===== config.mk =====
export PLATFORM = sky130hd
export DESIGN_NAME = dynamic_priority_scheduler
export DESIGN_NICKNAME = d
export VERILOG_FILES = /design/src/sv/dps_pkg.sv /design/src/sv/dps_entry_ram.sv /design/src/sv/dps_rank.sv /design/src/sv/dynamic_priority_scheduler.sv
export SDC_FILE = /design/constraint.sdc
export NUM_CORES = 1
export LEC_CHECK = 0
export ABC_AREA = 1
export BUFFER_PORTS_ARGS = -buffer_cell sky130_fd_sc_hd__buf_2
export CORE_UTILIZATION = 48
export DETAILED_ROUTE_END_ITERATION = 16
export GPL_TIMING_DRIVEN = 0
export PLACE_DENSITY = 0.61
export REMOVE_ABC_BUFFERS = 1
export SYNTH_ARGS = -nofsm -noshare
export SYNTH_HDL_FRONTEND = slang
export SYNTH_SLANG_ARGS = --single-unit

===== constraint.sdc =====
create_clock -name clock -period 20.9 [get_ports clock]
set_input_delay 4.18 -clock clock [delete_from_list [all_inputs] [get_ports clock]]
set_output_delay 4.18 -clock clock [all_outputs]
set_load 0.03 [all_outputs]

===== src/sv/dps_pkg.sv =====
`timescale 1ns / 1ps

package dps_pkg;

   localparam int NUM_SLOTS = 8;
   localparam int SLOT_W    = (NUM_SLOTS > 1) ? $clog2(NUM_SLOTS) : 1;
   localparam int CNT_W     = $clog2(NUM_SLOTS + 1);

   localparam int ID_W     = 16;
   localparam int PRIO_W   = 8;
   localparam int LEN_W    = 16;
   localparam int STATUS_W = 2;
   localparam int OCC_W    = 4;

   localparam logic [PRIO_W-1:0] PRIO_MAX = '1;

   // operation field
   localparam logic OP_ADD  = 1'b0;
   localparam logic OP_TICK = 1'b1;

   // status field
   localparam logic [STATUS_W-1:0] ST_ADDED  = 2'd0;
   localparam logic [STATUS_W-1:0] ST_FULL   = 2'd1;
   localparam logic [STATUS_W-1:0] ST_SERVED = 2'd2;
   localparam logic [STATUS_W-1:0] ST_EMPTY  = 2'd3;

   // ranking update kinds
   localparam logic [1:0] RK_NONE    = 2'd0;
   localparam logic [1:0] RK_ADD     = 2'd1;
   localparam logic [1:0] RK_REQUEUE = 2'd2;
   localparam logic [1:0] RK_RETIRE  = 2'd3;

   typedef struct packed {
      logic [ID_W-1:0]  id;
      logic [LEN_W-1:0] need;
      logic [LEN_W-1:0] done;
   } entry_type;

   typedef struct packed {
      logic [1:0]        kind;
      logic [SLOT_W-1:0] slot;
      logic [PRIO_W-1:0] prio;
   } rank_cmd_type;

   typedef struct packed {
      logic [SLOT_W-1:0] head;
      logic [SLOT_W-1:0] free;
      logic [CNT_W-1:0]  occ;
   } rank_stat_type;

endpackage


===== src/sv/dps_entry_ram.sv =====
`timescale 1ns / 1ps

module dps_entry_ram (
   input  logic                       clock,
   input  logic                       wr_en,
   input  logic [dps_pkg::SLOT_W-1:0] wr_addr,
   input  dps_pkg::entry_type         wr_data,
   input  logic                       rd_en,
   input  logic [dps_pkg::SLOT_W-1:0] rd_addr,
   output dps_pkg::entry_type         rd_data
);

   dps_pkg::entry_type entry_mem [dps_pkg::NUM_SLOTS];
   dps_pkg::entry_type rd_data_ff;

   always_ff @(posedge clock) begin
      if (wr_en) begin
         entry_mem[wr_addr] <= wr_data;
      end
      if (rd_en) begin
         rd_data_ff <= entry_mem[rd_addr];
      end
   end

   assign rd_data = rd_data_ff;

endmodule


===== src/sv/dps_rank.sv =====
`timescale 1ns / 1ps

module dps_rank (
   input  logic                   clock,
   input  logic                   reset,
   input  dps_pkg::rank_cmd_type  cmd,
   output dps_pkg::rank_stat_type stat
);

   logic [dps_pkg::NUM_SLOTS-1:0] valid_ff, valid_in;
   logic [dps_pkg::PRIO_W-1:0]    prio_ff  [dps_pkg::NUM_SLOTS];
   logic [dps_pkg::PRIO_W-1:0]    prio_in  [dps_pkg::NUM_SLOTS];
   logic [dps_pkg::SLOT_W-1:0]    order_ff [dps_pkg::NUM_SLOTS];
   logic [dps_pkg::SLOT_W-1:0]    order_in [dps_pkg::NUM_SLOTS];
   logic [dps_pkg::CNT_W-1:0]     occ_ff, occ_in;

   logic [dps_pkg::SLOT_W-1:0] head_idx, free_idx;
   logic [dps_pkg::PRIO_W-1:0] cur_prio, new_prio;
   logic [dps_pkg::CNT_W-1:0]  pos_cnt;
   logic [dps_pkg::SLOT_W-1:0] pos;

   // head: valid entry of rank zero; free: lowest invalid slot
   always_comb begin
      head_idx = '0;
      free_idx = '0;
      for (int i = dps_pkg::NUM_SLOTS - 1; i >= 0; i--) begin
         if (valid_ff[i] && (order_ff[i] == '0)) begin
            head_idx = dps_pkg::SLOT_W'(i);
         end
         if (!valid_ff[i]) begin
            free_idx = dps_pkg::SLOT_W'(i);
         end
      end
   end

   // insertion rank: behind every other valid entry with number <= own
   always_comb begin
      cur_prio = prio_ff[cmd.slot];
      if (cmd.kind == dps_pkg::RK_REQUEUE) begin
         new_prio = (cur_prio == dps_pkg::PRIO_MAX) ? cur_prio : cur_prio + 1'b1;
      end else begin
         new_prio = cmd.prio;
      end
      pos_cnt = '0;
      for (int i = 0; i < dps_pkg::NUM_SLOTS; i++) begin
         if (valid_ff[i] && (dps_pkg::SLOT_W'(i) != cmd.slot) && (prio_ff[i] <= new_prio)) begin
            pos_cnt = pos_cnt + 1'b1;
         end
      end
      pos = dps_pkg::SLOT_W'(pos_cnt);
   end

   always_comb begin
      valid_in = valid_ff;
      prio_in  = prio_ff;
      order_in = order_ff;
      occ_in   = occ_ff;
      unique case (cmd.kind)
         dps_pkg::RK_NONE: begin
         end
         dps_pkg::RK_ADD: begin
            for (int i = 0; i < dps_pkg::NUM_SLOTS; i++) begin
               if (valid_ff[i] && (dps_pkg::SLOT_W'(i) != cmd.slot) && (order_ff[i] >= pos)) begin
                  order_in[i] = order_ff[i] + 1'b1;
               end
            end
            valid_in[cmd.slot] = 1'b1;
            prio_in[cmd.slot]  = new_prio;
            order_in[cmd.slot] = pos;
            occ_in             = occ_ff + 1'b1;
         end
         dps_pkg::RK_REQUEUE: begin
            // drop the head, then open a gap at pos: ranks up to pos move up
            for (int i = 0; i < dps_pkg::NUM_SLOTS; i++) begin
               if (valid_ff[i] && (dps_pkg::SLOT_W'(i) != cmd.slot) && (order_ff[i] <= pos)) begin
                  order_in[i] = order_ff[i] - 1'b1;
               end
            end
            prio_in[cmd.slot]  = new_prio;
            order_in[cmd.slot] = pos;
         end
         dps_pkg::RK_RETIRE: begin
            for (int i = 0; i < dps_pkg::NUM_SLOTS; i++) begin
               if (valid_ff[i] && (dps_pkg::SLOT_W'(i) != cmd.slot) && (order_ff[i] != '0)) begin
                  order_in[i] = order_ff[i] - 1'b1;
               end
            end
            valid_in[cmd.slot] = 1'b0;
            occ_in             = occ_ff - 1'b1;
         end
      endcase
   end

   always_ff @(posedge clock) begin
      if (reset) begin
         valid_ff <= '0;
         occ_ff   <= '0;
      end else begin
         valid_ff <= valid_in;
         occ_ff   <= occ_in;
      end
   end

   always_ff @(posedge clock) begin
      prio_ff  <= prio_in;
      order_ff <= order_in;
   end

   assign stat.head = head_idx;
   assign stat.free = free_idx;
   assign stat.occ  = occ_ff;

endmodule


===== src/sv/dynamic_priority_scheduler.sv =====
// Channel   Direction  Ports                                         Word
// req       in         req_valid/req_ready                           operation, id, prio, length
// rsp       out        rsp_valid/rsp_ready                           status, id, remaining, fin, occ
//
// Each word is handled in two steps: the accept edge reads the head entry from the
// entry RAM (registered read), the next edge checks the word, writes the entry RAM,
// updates the rank registers and loads the result register.
// Reset clears the valid bits and the fill count; there is no clearing pass.
// A result left waiting holds req_ready low until rsp_ready takes it; a new
// word is accepted in the same cycle the old result is taken.
`timescale 1ns / 1ps

module dynamic_priority_scheduler (
   input  logic                         clock,
   input  logic                         reset,
   input  logic                         req_valid,
   output logic                         req_ready,
   input  logic                         req_operation,
   input  logic [dps_pkg::ID_W-1:0]     req_proc_id,
   input  logic [dps_pkg::PRIO_W-1:0]   req_prio_in,
   input  logic [dps_pkg::LEN_W-1:0]    req_run_length,
   output logic                         rsp_valid,
   input  logic                         rsp_ready,
   output logic [dps_pkg::STATUS_W-1:0] rsp_status,
   output logic [dps_pkg::ID_W-1:0]     rsp_served_id,
   output logic [dps_pkg::LEN_W-1:0]    rsp_remaining,
   output logic                         rsp_finished,
   output logic [dps_pkg::OCC_W-1:0]    rsp_occupancy
);

   localparam logic PH_IDLE = 1'b0;
   localparam logic PH_EXEC = 1'b1;

   logic phase_ff, phase_in;
   logic req_fire, exec;

   // captured request word
   logic                       op_ff;
   logic [dps_pkg::ID_W-1:0]   id_ff;
   logic [dps_pkg::PRIO_W-1:0] prio_ff;
   logic [dps_pkg::LEN_W-1:0]  len_ff;

   // result register
   logic                         rsp_valid_ff, rsp_valid_in;
   logic [dps_pkg::STATUS_W-1:0] rsp_status_ff, rsp_status_in;
   logic [dps_pkg::ID_W-1:0]     rsp_served_id_ff, rsp_served_id_in;
   logic [dps_pkg::LEN_W-1:0]    rsp_remaining_ff, rsp_remaining_in;
   logic                         rsp_finished_ff, rsp_finished_in;
   logic [dps_pkg::OCC_W-1:0]    rsp_occupancy_ff, rsp_occupancy_in;

   dps_pkg::rank_cmd_type  rank_cmd;
   dps_pkg::rank_stat_type rank_stat;

   logic                       wr_en;
   logic [dps_pkg::SLOT_W-1:0] wr_addr;
   dps_pkg::entry_type         wr_data;
   dps_pkg::entry_type         rd_data;

   logic [dps_pkg::LEN_W:0]   done_inc;
   logic [dps_pkg::CNT_W-1:0] occ_after;

   // Accept only when idle and the result register is empty or being drained.
   assign req_ready = (phase_ff == PH_IDLE) && (!rsp_valid_ff || rsp_ready);
   assign req_fire  = req_valid && req_ready;
   assign exec      = (phase_ff == PH_EXEC);

   // Rank registers stay put between accept and execute, so the head index seen at accept
   // addresses the RAM read, and head and free index are still valid at execute.
   dps_entry_ram u_ram (
      .clock   (clock),
      .wr_en   (wr_en),
      .wr_addr (wr_addr),
      .wr_data (wr_data),
      .rd_en   (req_fire),
      .rd_addr (rank_stat.head),
      .rd_data (rd_data)
   );

   dps_rank u_rank (
      .clock (clock),
      .reset (reset),
      .cmd   (rank_cmd),
      .stat  (rank_stat)
   );

   always_comb begin
      rank_cmd.kind    = dps_pkg::RK_NONE;
      rank_cmd.slot    = rank_stat.head;
      rank_cmd.prio    = prio_ff;
      wr_en            = 1'b0;
      wr_addr          = rank_stat.head;
      wr_data          = rd_data;
      done_inc         = {1'b0, rd_data.done} + 1'b1;
      occ_after        = rank_stat.occ;
      rsp_status_in    = dps_pkg::ST_ADDED;
      rsp_served_id_in = '0;
      rsp_remaining_in = '0;
      rsp_finished_in  = 1'b0;

      if (exec) begin
         if (op_ff == dps_pkg::OP_ADD) begin
            if (rank_stat.occ == dps_pkg::CNT_W'(dps_pkg::NUM_SLOTS)) begin
               rsp_status_in = dps_pkg::ST_FULL;
            end else begin
               // new entry goes to the lowest free slot with no work done
               wr_en         = 1'b1;
               wr_addr       = rank_stat.free;
               wr_data.id    = id_ff;
               wr_data.need  = len_ff;
               wr_data.done  = '0;
               rank_cmd.kind = dps_pkg::RK_ADD;
               rank_cmd.slot = rank_stat.free;
               occ_after     = rank_stat.occ + 1'b1;
            end
         end else if (rank_stat.occ == '0) begin
            rsp_status_in = dps_pkg::ST_EMPTY;
         end else begin
            rsp_status_in    = dps_pkg::ST_SERVED;
            rsp_served_id_in = rd_data.id;
            // zero run length also finishes here, since done_inc is at least 1
            if (done_inc >= {1'b0, rd_data.need}) begin
               rsp_finished_in = 1'b1;
               rank_cmd.kind   = dps_pkg::RK_RETIRE;
               occ_after       = rank_stat.occ - 1'b1;
            end else begin
               rsp_remaining_in = rd_data.need - done_inc[dps_pkg::LEN_W-1:0];
               wr_en            = 1'b1;
               wr_data.done     = done_inc[dps_pkg::LEN_W-1:0];
               rank_cmd.kind    = dps_pkg::RK_REQUEUE;
            end
         end
      end
      rsp_occupancy_in = dps_pkg::OCC_W'(occ_after);
   end

   always_comb begin
      priority if (req_fire) begin
         phase_in = PH_EXEC;
      end else if (exec) begin
         phase_in = PH_IDLE;
      end else begin
         phase_in = phase_ff;
      end
   end

   // hold the result until taken; execute always finds the register empty
   assign rsp_valid_in = exec || (rsp_valid_ff && !rsp_ready);

   always_ff @(posedge clock) begin
      if (reset) begin
         phase_ff     <= PH_IDLE;
         rsp_valid_ff <= 1'b0;
      end else begin
         phase_ff     <= phase_in;
         rsp_valid_ff <= rsp_valid_in;
      end
   end

   always_ff @(posedge clock) begin
      if (req_fire) begin
         op_ff   <= req_operation;
         id_ff   <= req_proc_id;
         prio_ff <= req_prio_in;
         len_ff  <= req_run_length;
      end
      if (exec) begin
         rsp_status_ff    <= rsp_status_in;
         rsp_served_id_ff <= rsp_served_id_in;
         rsp_remaining_ff <= rsp_remaining_in;
         rsp_finished_ff  <= rsp_finished_in;
         rsp_occupancy_ff <= rsp_occupancy_in;
      end
   end

   assign rsp_valid     = rsp_valid_ff;
   assign rsp_status    = rsp_status_ff;
   assign rsp_served_id = rsp_served_id_ff;
   assign rsp_remaining = rsp_remaining_ff;
   assign rsp_finished  = rsp_finished_ff;
   assign rsp_occupancy = rsp_occupancy_ff;

endmodule


# Yosys cells after proc, flatten, opt, wreduce, memory -nomap -nowiden
# Memory sizes are Yosys's and may differ from the RTL's. A register that Yosys moved wholly into a read port is not among the register bits.
# Index checks and enable logic that the tools add are counted.
[word_totals]
ff_bits = 182
ram_bits = 384
input_bits = 45
out_inout_bits = 41
word_cells = 313
n_memories = 1
[mem_list]
columns = ["name", "words", "width", "rd", "rd_ports_with_merged_regs", "write_ports", "line_no", "text"]
rows = [
  ["u_ram.entry_mem", 8, 48, 1, 1, 1, "dps_entry_ram.sv:13", "dps_pkg::entry_type entry_mem [dps_pkg::NUM_SLOTS];"],
]
[op_classes]
add_sub_neg = 28
n_lt_le_gt_ge = 29
n_eq_ne = 20
n_mux = 112
bitwise_logic = 6
n_reduce_logical = 88
[op_table]
columns = ["operator", "n"]
rows = [
  ["$mux 3", 67],
  ["$mux 48", 2],
  ["$pmux 24 s3", 1],
  ["$bwmux 64", 1],
  ["$le 8x8->1", 8],
  ["$logic_and 1x1->1", 53],
  ["$bwmux 24", 2],
  ["$mux 16", 3],
  ["$mux 8", 5],
  ["$add 3x1->3 const B", 13],
  ["$mux 32", 1],
  ["$reduce_bool 3->1", 10],
  ["$bmux 8 s3", 1],
  ["$demux 8 s3", 1],
  ["$ge 3x3->1", 8],
  ["$le 3x3->1", 8],
  ["$logic_not 3->1", 8],
  ["$sub 3x1->3 const B", 8],
  ["$mux 4", 5],
  ["$add 16x1->17 const B", 1],
  ["$ge 17x16->1", 1],
  ["$ne 2x1->1 const B", 8],
  ["$pmux 8 s2", 1],
  ["$reduce_and 2->1", 8],
  ["other kinds (34)", 59],
]

# Logic depth before layout (Yosys ltp)
# Gate-level depths: netlist (run 1).
[depth]
word_depth = 43
depth_mapped = 74
depth_no_buf = 73

# Cells and area by module
# From an unflattened synthesis (run 1), not the netlist that was laid out.
[hier_totals]
cells_unflattened = 3487
area_unflattened_um2 = 32248.4
[by_module_without_submodules]
columns = ["module", "instances", "cells_per_inst", "area_each_um2", "seq_area_each_um2"]
rows = [
  ["dps_entry_ram", 1, 1725, 18151.2, 12972.4],
  ["dps_rank", 1, 1143, 8858.5, 2882.8],
  ["dynamic_priority_scheduler", 1, 619, 5238.8, 2442.3],
]

# Worst setup path before layout (run 1)
# No wires, ideal clock.
[synth_path]
path_kind = "reg-to-reg"
start = "register, netlist name u_ram.rd_data[0]"
end = "register u_rank.order_ff[5] (netlist name) (data pin)"
arrival_time_ps = 9778
required_time_ps = 20641
path_slack_ps = 10863
path_stages_with_launch = 69
period_less_slack_ps = 10037
path_cell_list = "edfxtp_1 -> ha_1 -> nand2_1 -> nor2_1 -> inv_1 -> nor3_1 -> nand3_1 -> nor2_1 -> inv_1 -> nand2_1 -> inv_1 -> ha_1 -> nand2_1 -> inv_1 -> a221oi_1 -> o21ai_0 -> a221o_1 -> nand2_1 -> (+33 left out) -> nand2_1 -> nand2_1 -> ha_1 -> nand2_1 -> nand2_1 -> ha_1 -> or2_2 -> buf_1 -> nand2_1 -> ha_1 -> a31oi_1 -> nand2_1 -> a21oi_1 -> inv_1 -> nand2_1 -> o211ai_1 -> nand3_1 -> nand3_1"
[synth_rtl]
columns = ["element", "line_no", "text"]
rows = [
  ["to (signal assigned)", "dps_rank.sv:106", "order_ff <= order_in;"],
  ["to (decl)", "dps_rank.sv:13", "logic [dps_pkg::SLOT_W-1:0] order_ff [dps_pkg::NUM_SLOTS];"],
]

# Final worst setup path (run 1)
[layout_path]
start = "register, netlist name u_ram.rd_data[0]"
end = "register u_rank.order_ff[15] (netlist name) (enable)"
[layout_between]
elab_chain_len = 9
elab_cells_between_ends = 12
classes_between = "add/sub (1); order compare (1); eq/ne (4); mux (4); reduce/logical (2)"
[layout_lines]
columns = ["element", "line_no", "text"]
rows = [
  ["$add 16x1->17 (*)", "dynamic_priority_scheduler.sv:93", "done_inc = {1'b0, rd_data.done} + 1'b1;"],
  ["$ge 17x16->1 (*)", "dynamic_priority_scheduler.sv:121", "if (done_inc >= {1'b0, rd_data.need}) begin"],
  ["$mux 1 (*)", "dynamic_priority_scheduler.sv:121", ""],
  ["$mux 2 (*)", "dynamic_priority_scheduler.sv:115", "end else if (rank_stat.occ == '0) begin"],
  ["$mux 2 (*)", "dynamic_priority_scheduler.sv:101", "if (op_ff == dps_pkg::OP_ADD) begin"],
  ["$mux 5 (*)", "dynamic_priority_scheduler.sv:100", "if (exec) begin"],
  ["$eq 2x2->1 or $eq 2x1->1 (tied branches)", "dps_rank.sv:58", "unique case (cmd.kind)"],
  ["$ne 2x1->1 (no source line) or $reduce_bool 3->1 (tied branches)", "--", ""],
  ["$reduce_and 2->1 (no source line) (*)", "--", ""],
]
# Mark *: on every way between the ends. The rest lies on a longest branch, timed or not.
# A chain may end at the register's enable or synchronous reset.

==> results of run 1 <==
[worst max-delay path by stage]
stage	end	depth (start not counted)
2_1_floorplan	u_rank.order_ff[15]$_DFFE_PP_	65
5_1_grt	u_rank.order_ff[15]$_DFFE_PP_	68
3_3_place_gp	u_ram.rd_data[17]$_DFFE_PP_	15
4_1_cts	u_rank.order_ff[15]$_DFFE_PP_	68
6_report	u_rank.order_ff[15]$_DFFE_PP_	68
3_5_place_dp	u_rank.order_ff[15]$_DFFE_PP_	68
[cells in the final DEF (no fill, tap or decap), drive strengths merged, types with 2 or more instances in the layout]
cell type  count
clkbuf        85
nand3        218
a21boi         2
nand2        512
a211o          2
o31ai          2
xor2          45
buf          119
clkinvlp       3
o22ai         56
or2           17
nor2         500
a21oi         72
inv          305
nand4         28
clkinv        30
a221o          2
nand3b        11
o221ai         2
o211ai         9
o41ai          2
xnor2         11
bufinv         3
dfxtp         14
ha           118
a31oi         61
a221oi         2
nor4           3
nor3          13
edfxtp       600
o221a          2
o21ai        311
o21bai        11
[logic make-up after synthesis]
kind of cell	count (synthesis)	share of synthesized area (%)
AND/OR/NAND/NOR	1303	18.7
flip-flops	614	59.5
AO/OA/AOI/OAI	540	9.85
buffers and inverters	419	5.40
adder cells (fa/ha/maj)	119	4.87
XOR/XNOR	56	1.66
multiplexers	1	0.0326
[sequential cells by signal (all words and copies together), names as in the netlist, named ones only]
register and count:
u_ram.entry_mem 384, u_rank.occ_ff 4, id_ff 16, u_rank.order_ff 24, prio_ff 8, rsp_finished 1, rsp_served_id 16, u_rank.prio_ff 64
rsp_valid 1, u_ram.rd_data 48, op_ff 1, rsp_status 2, len_ff 16, rsp_remaining 16, rsp_occupancy 4, exec 1
[per-stage QoR]
stage	instances	setup WS [ps]
floorplan	2938	10480
global placement	3869	5750
detailed placement	3903	7290
CTS	4024	7220
global route	4024	5850
finish	4024	6950
[power breakdown]
part	internal [mW]	leakage [nW]	switching [mW]	total, mW
Clock	0.653	1.02	0.487	1.14
Sequential	1.38	5.59	0.00952	1.39
Combinational	0.0490	6.84	0.123	0.172
[layout make-up]
type	instances	area share [%]
timing repair buffer	119	3.40
tap	846	3.05
clock inverter	36	0.834
inverter	305	3.33
sequential	614	52.8
multi-input combinational	2019	31.4
clock buffer	85	5.21
[layer usage]
layer,up-vias,global-route usage [%]
met5,-,0
li1,10700,-
met1,10900,32.8
met2,696,40.8
met4,0,9.10
met3,156,2.80
==> flow_summary.yaml, run 1 <==
drt:
  wl_met2_um: 37700
  final_antenna_net_count: 0
  first_iter_violations: 1984
  wl_met1_um: 34600
  drc: 0
  met3_length_um: 4310
  avgViaCountPerCell: 5.59
  dr.pass1.iters: 6
  drt_wl_total_um: 79000
  vias: 22500
  highest_layer: "met4"
  wire_per_inst_um: 19.6
clock_network:
  htree_num_levels: 3
  clkLatencyLatePin_ps: 610
  cts_hold_buf: 0
  cts_tree: "built"
  ctsRootBufferMaster: "clkbuf_16"
  cts_sinks: 614
  post_cts.repair.setup_buffers: 0
  path_clk_slew_ps: 70
  cts-resized-gates: 0
  numCtsBuffers: 68
  clk_path_buf_depth: 3
worst_setup_path:
  worstPathRequired_ps: 21130
  cp_max_fo: 35
  critPathCaptureType: "register"
  r2r-start: "u_ram.rd_data[0]$_DFFE_PP_"
  slowest_stage: "a31oi_1"
  startpoint: "u_ram.rd_data[0]$_DFFE_PP_"
  crit_type: "reg -> reg"
  worst_path_most_repeated_cell: "nand2_1"
  reg2reg_slack_ps: 6950
  rr_endpoint: "u_rank.order_ff[15]$_DFFE_PP_"
  cpPeakStageDelay_ps: 920
  start_kind: "register"
  r2r_cells: 68
  crit_buf_inv: 13
  arrival_ps: 14180
  cp_top_family: "simple AND/OR/NAND/NOR gates"
timing:
  post-route-period-util_pct: 66.8
  slew_headroom_pct: 17.3
  timing.fmax_ghz: 0.0717
  drv_slew: 0
  rsz0062_at_grt: "false"
  setup-violations-final: 0
  clock_skew_ps: 29.8
  min_period_ps: 13950
  finalSetupTns_ps: 0
  finalHoldViolCount: 0
  worst_slew_pin_slew_ps: 1240
  whs_ps: 497
die:
  boundaryPins: 86
  fp.dieArea_um2: 65100
  die_w_um: 255
  start_util_pct: 48.6
  die_h_um: 255
  rows: 92
  fp.coreArea_um2: 63200
run:
  drv_cap: 0
run_status:
  outcome: "complete, no violations"
final_layout:
  register_area_um2: 18300
  fin_nets: 3291
  post-route-util_pct: 54.9
  syn_to_final_growth_pct: 12.8
  fill_cells: 5413
  multi_input_area_um2: 10900
  drive_gt1_share_pct: 11.5
  design_area_um2: 34700
  num_antenna_cells: 0
grt:
  grt_pass1_wl_um: 121000
  grt_pass1_vias: 21800
  grt_max_degree: 93
  grtUsageTotal_pct: 24.4
  antenna_found_initial: 1
  overflow: 0
synthesis:
  synthTopCellsByCount: "edfxtp_1, nor2_1, nand2_1"
  synth_enable_flop_cells: 600
  async_flop_share_pct: 0
  synth.distinct_cells: 60
  ys_seq_area_share_pct: 59.5
  synth_top_flop_cell: "edfxtp_1"
  yosysMostFrequentCell: "edfxtp_1"
  synth.largest_area_cell: "edfxtp_1"
  netlist.area_leader.share_pct: 58.6
  avgSynthCellArea_um2: 10.1
  syn_inst: 3052
  yosys-top-cells-area: "edfxtp_1, nor2_1, nand2_1"
  syn_area_um2: 30700
  ys_ff_latch: 614
  yosys_warnings: 0
power_and_ir_drop:
  leakage_nw: 13.5
  powerDensity_nw_per_um2: 78.0
  power.total_mw: 2.71
  irDropWorstVdd_mv: 0.0682
placement:
  dpl_cell_area_um2: 32600
  place_congestion: 0.893
  post-dp-hpwl_um: 50900
  port_buffers: 85
worst_hold_path:
  min-delay-path-class: "reg -> reg"
  whs_endpoint: "u_rank.occ_ff[0]$_SDFFE_PP0P_"
  worstHoldStart: "u_rank.occ_ff[0]$_SDFFE_PP0P_"
  whs_path_depth: 1
Note: power is estimated with default switching activity, not from simulation.
==> inputs of run 2 (changes only) <==
--- a/config.mk
+++ b/config.mk
@@ -5,12 +5,12 @@
 export SDC_FILE = /design/constraint.sdc
 export NUM_CORES = 1
 export LEC_CHECK = 0
-export ABC_AREA = 1
+export ABC_AREA = 0
 export BUFFER_PORTS_ARGS = -buffer_cell sky130_fd_sc_hd__buf_2
 export CORE_UTILIZATION = 48
 export DETAILED_ROUTE_END_ITERATION = 16
 export GPL_TIMING_DRIVEN = 0
-export PLACE_DENSITY = 0.61
+export PLACE_DENSITY = 0.63
 export REMOVE_ABC_BUFFERS = 1
 export SYNTH_ARGS = -nofsm -noshare
 export SYNTH_HDL_FRONTEND = slang
==> constraint.sdc (replaced) <==
create_clock -name clock -period 12.06 [get_ports clock]
set_input_delay 2.412 -clock clock [delete_from_list [all_inputs] [get_ports clock]]
set_output_delay 2.412 -clock clock [all_outputs]
set_load 0.03 [all_outputs]
==> flow_summary.yaml, run 2 <==
run_status:
  outcome: "complete, no violations"
synthesis:
  ys_ff_latch: 614
  yosys-top-cells-area: "edfxtp_1, nand2_1, ha_1"
  synth_top_flop_cell: "edfxtp_1"
  synthTopCellsByCount: "edfxtp_1, nand2_1, nor2_1"
  netlist.area_leader.share_pct: 58.4
  syn_inst: 2804
  ys_seq_area_share_pct: 59.3
  synth.largest_area_cell: "edfxtp_1"
  async_flop_share_pct: 0
  yosys_warnings: 0
  synth.distinct_cells: 108
  avgSynthCellArea_um2: 11.0
  syn_area_um2: 30900
  synth_enable_flop_cells: 600
  yosysMostFrequentCell: "edfxtp_1"
drt:
  final_antenna_net_count: 0
  avgViaCountPerCell: 6.00
  drc: 0
  dr.pass1.iters: 8
  first_iter_violations: 2239
  drt_wl_total_um: 87800
  wire_per_inst_um: 22.8
  vias: 23100
worst_setup_path:
  crit_end: "u_rank.order_ff[20]$_DFFE_PP_"
  reg2reg_slack_ps: 380
  r2r-start: "u_ram.rd_data[0]$_DFFE_PP_"
  critPathCaptureType: "register"
  worstPathRequired_ps: 12400
  cpPeakStageDelay_ps: 510
  arrival_ps: 12020
  r2r_cells: 62
  crit_buf_inv: 6
  cp_top_family: "compound AO/OA/AOI/OAI gates"
  crit_type: "reg -> reg"
  slowest_stage: "edfxtp_1"
  worst_path_most_repeated_cell: "ha_4"
  startpoint: "u_ram.rd_data[0]$_DFFE_PP_"
  start_kind: "register"
  rr_endpoint: "u_rank.order_ff[20]$_DFFE_PP_"
  cp_max_fo: 8
  cp.depth: 62
clock_network:
  numCtsBuffers: 69
  cts_tree: "built"
  cts_sinks: 614
  cts_hold_buf: 0
  htree_num_levels: 3
  clk_path_buf_depth: 3
  ctsRootBufferMaster: "clkbuf_16"
  clkLatencyLatePin_ps: 620
  path_clk_slew_ps: 60
power_and_ir_drop:
  swShare_pct: 22.2
  power_frac_seq_pct: 50.8
  combPwrFrac_pct: 6.3
  leakage_nw: 13.5
  powerDensity_nw_per_um2: 130
  pwr-share-clk_pct: 43.0
  p_switching_mw: 1.06
  p_int_mw: 3.70
  irDropWorstVdd_mv: 0.122
die:
  fp.dieArea_um2: 65300
  die_h_um: 256
  die_w_um: 256
  rows: 92
  boundaryPins: 86
  start_util_pct: 48.8
  fp.coreArea_um2: 63300
final_layout:
  fill_cells: 5171
  num_antenna_cells: 0
  most-common-layout-cells: "edfxtp_1, nand2_1, nor2_1"
  largest_register_ffs: 384
  final_common_cell: "edfxtp_1"
  design_area_um2: 36600
  final_cells: 3855
  drive_gt1_share_pct: 16.5
  regMostFlops: "u_ram.entry_mem"
  fin_nets: 3124
  syn_to_final_growth_pct: 18.6
grt:
  grtUsageMet1_pct: 34.9
  met3_usage_pct: 3.98
  antenna_found_initial: 1
  grt_pass1_vias: 22600
  grtUsageTotal_pct: 26.3
  busiest_layer: "met2"
  grt_pass1_wl_um: 133000
  grtUsageMet2_pct: 42.6
  overflow: 0
  grt_max_degree: 71
placement:
  dpl_cell_area_um2: 32900
  post-dp-hpwl_um: 54300
  port_buffers: 85
  place_congestion: 0.929
  dp_cells: 3639
  pre_cts_slack_ps: -3540
timing:
  clock_skew_ps: 34.2
  post-route-period-util_pct: 96.8
  setup-violations-final: 0
  drv_slew: 0
  timing.fmax_ghz: 0.0856
  whs_ps: 536
  worst_slew_pin_slew_ps: 1300
  worst_slack_ps: 381
  min_period_ps: 11680
  finalHoldViolCount: 0
  slew_headroom_pct: 13.2
run:
  drv_cap: 0
worst_hold_path:
  min-delay-path-class: "reg -> reg"
-- run 2: area by class of cell --
| cell class | count | area (um2) | share of cell area, % |
|---|---|---|---|
| clock buffer | 92 | 1880 | 5.12 |
| timing repair buffer | 219 | 2240 | 6.12 |
| multi-input combinational | 1932 | 12400 | 33.8 |
| sequential | 614 | 18300 | 50.0 |
| clock inverter | 28 | 294 | 0.803 |
| tap | 846 | 1060 | 2.89 |
| inverter | 124 | 492 | 1.34 |
-- run 2: worst register-to-register path, delay by kind of cell (launching register included) --
family / cells / cell delay [ps]
simple gates: 14 / 1940
fa+ha+maj: 11 / 2690
xor+xnor: 1 / 130
flops: 1 / 510
buf+inv: 6 / 990
mux: 1 / 270
compound gates: 29 / 4900
-- run 2: worst min path at each step --
| stage | from | endpoint | slack, ps | cells after the start |
|---|---|---|---|---|
| final | rsp_valid$_SDFF_PP0_ | rsp_valid$_SDFF_PP0_ | 540 | 2 |
| after global routing | u_ram.rd_data[42]$_DFFE_PP_ | rsp_served_id[10]$_SDFFCE_PP0P_ | 600 | 1 |
| after CTS | rsp_valid$_SDFF_PP0_ | rsp_valid$_SDFF_PP0_ | 540 | 2 |
| after detailed placement | rsp_valid$_SDFF_PP0_ | rsp_valid$_SDFF_PP0_ | 530 | 2 |
| after global placement | rsp_valid$_SDFF_PP0_ | rsp_valid$_SDFF_PP0_ | 490 | 2 |
| after floorplan | register | register | 550 | 2 |
-- run 2: power by group through the flow --
stage	Sequential, mW	Combinational, mW	Clock (mW)
6_report	2.41	0.299	2.04
3_3_place_gp	2.47	0.238	0
5_1_grt	2.42	0.324	2.15
2_1_floorplan	2.46	0.153	0
3_5_place_dp	2.46	0.255	0
4_1_cts	2.41	0.278	2.07
-- run 2: logic make-up after synthesis --
kind of cell,Yosys count,share of synthesized area [%]
AND/OR/NAND/NOR,1157,17.1
flip-flops,614,59.3
AO/OA/AOI/OAI,546,12.2
buffers and inverters,264,3.36
adder cells (fa/ha/maj),132,5.28
XOR/XNOR,75,2.22
multiplexers,16,0.547
-- run 2: through the flow --
step / power, mW / setup TNS, ps / util [%]
after floorplan: 2.62 / -41380 / -
after global placement: 2.70 / -241090 / 50.2
after detailed placement: 2.71 / -156020 / 52.0
after CTS: 4.76 / 0 / 56.7
after global routing: 4.89 / -392 / 57.8
final: 4.75 / 0 / 57.8
-- run 2: metal layers --
metal	up-vias	wire (um)
li1	10600	-
met1	11400	36500
met2	940	42000
met3	214	5960
met4	0	3290
met5	-	0
-- run 2: timing repair --
action | 4_1_cts | 5_1_grt
buffers inserted | 42 | 46
pin swaps | 17 | 55
cloned | 7 | 1
resized for setup | 80 | 74
setup endpoints to repair | 48 | 48
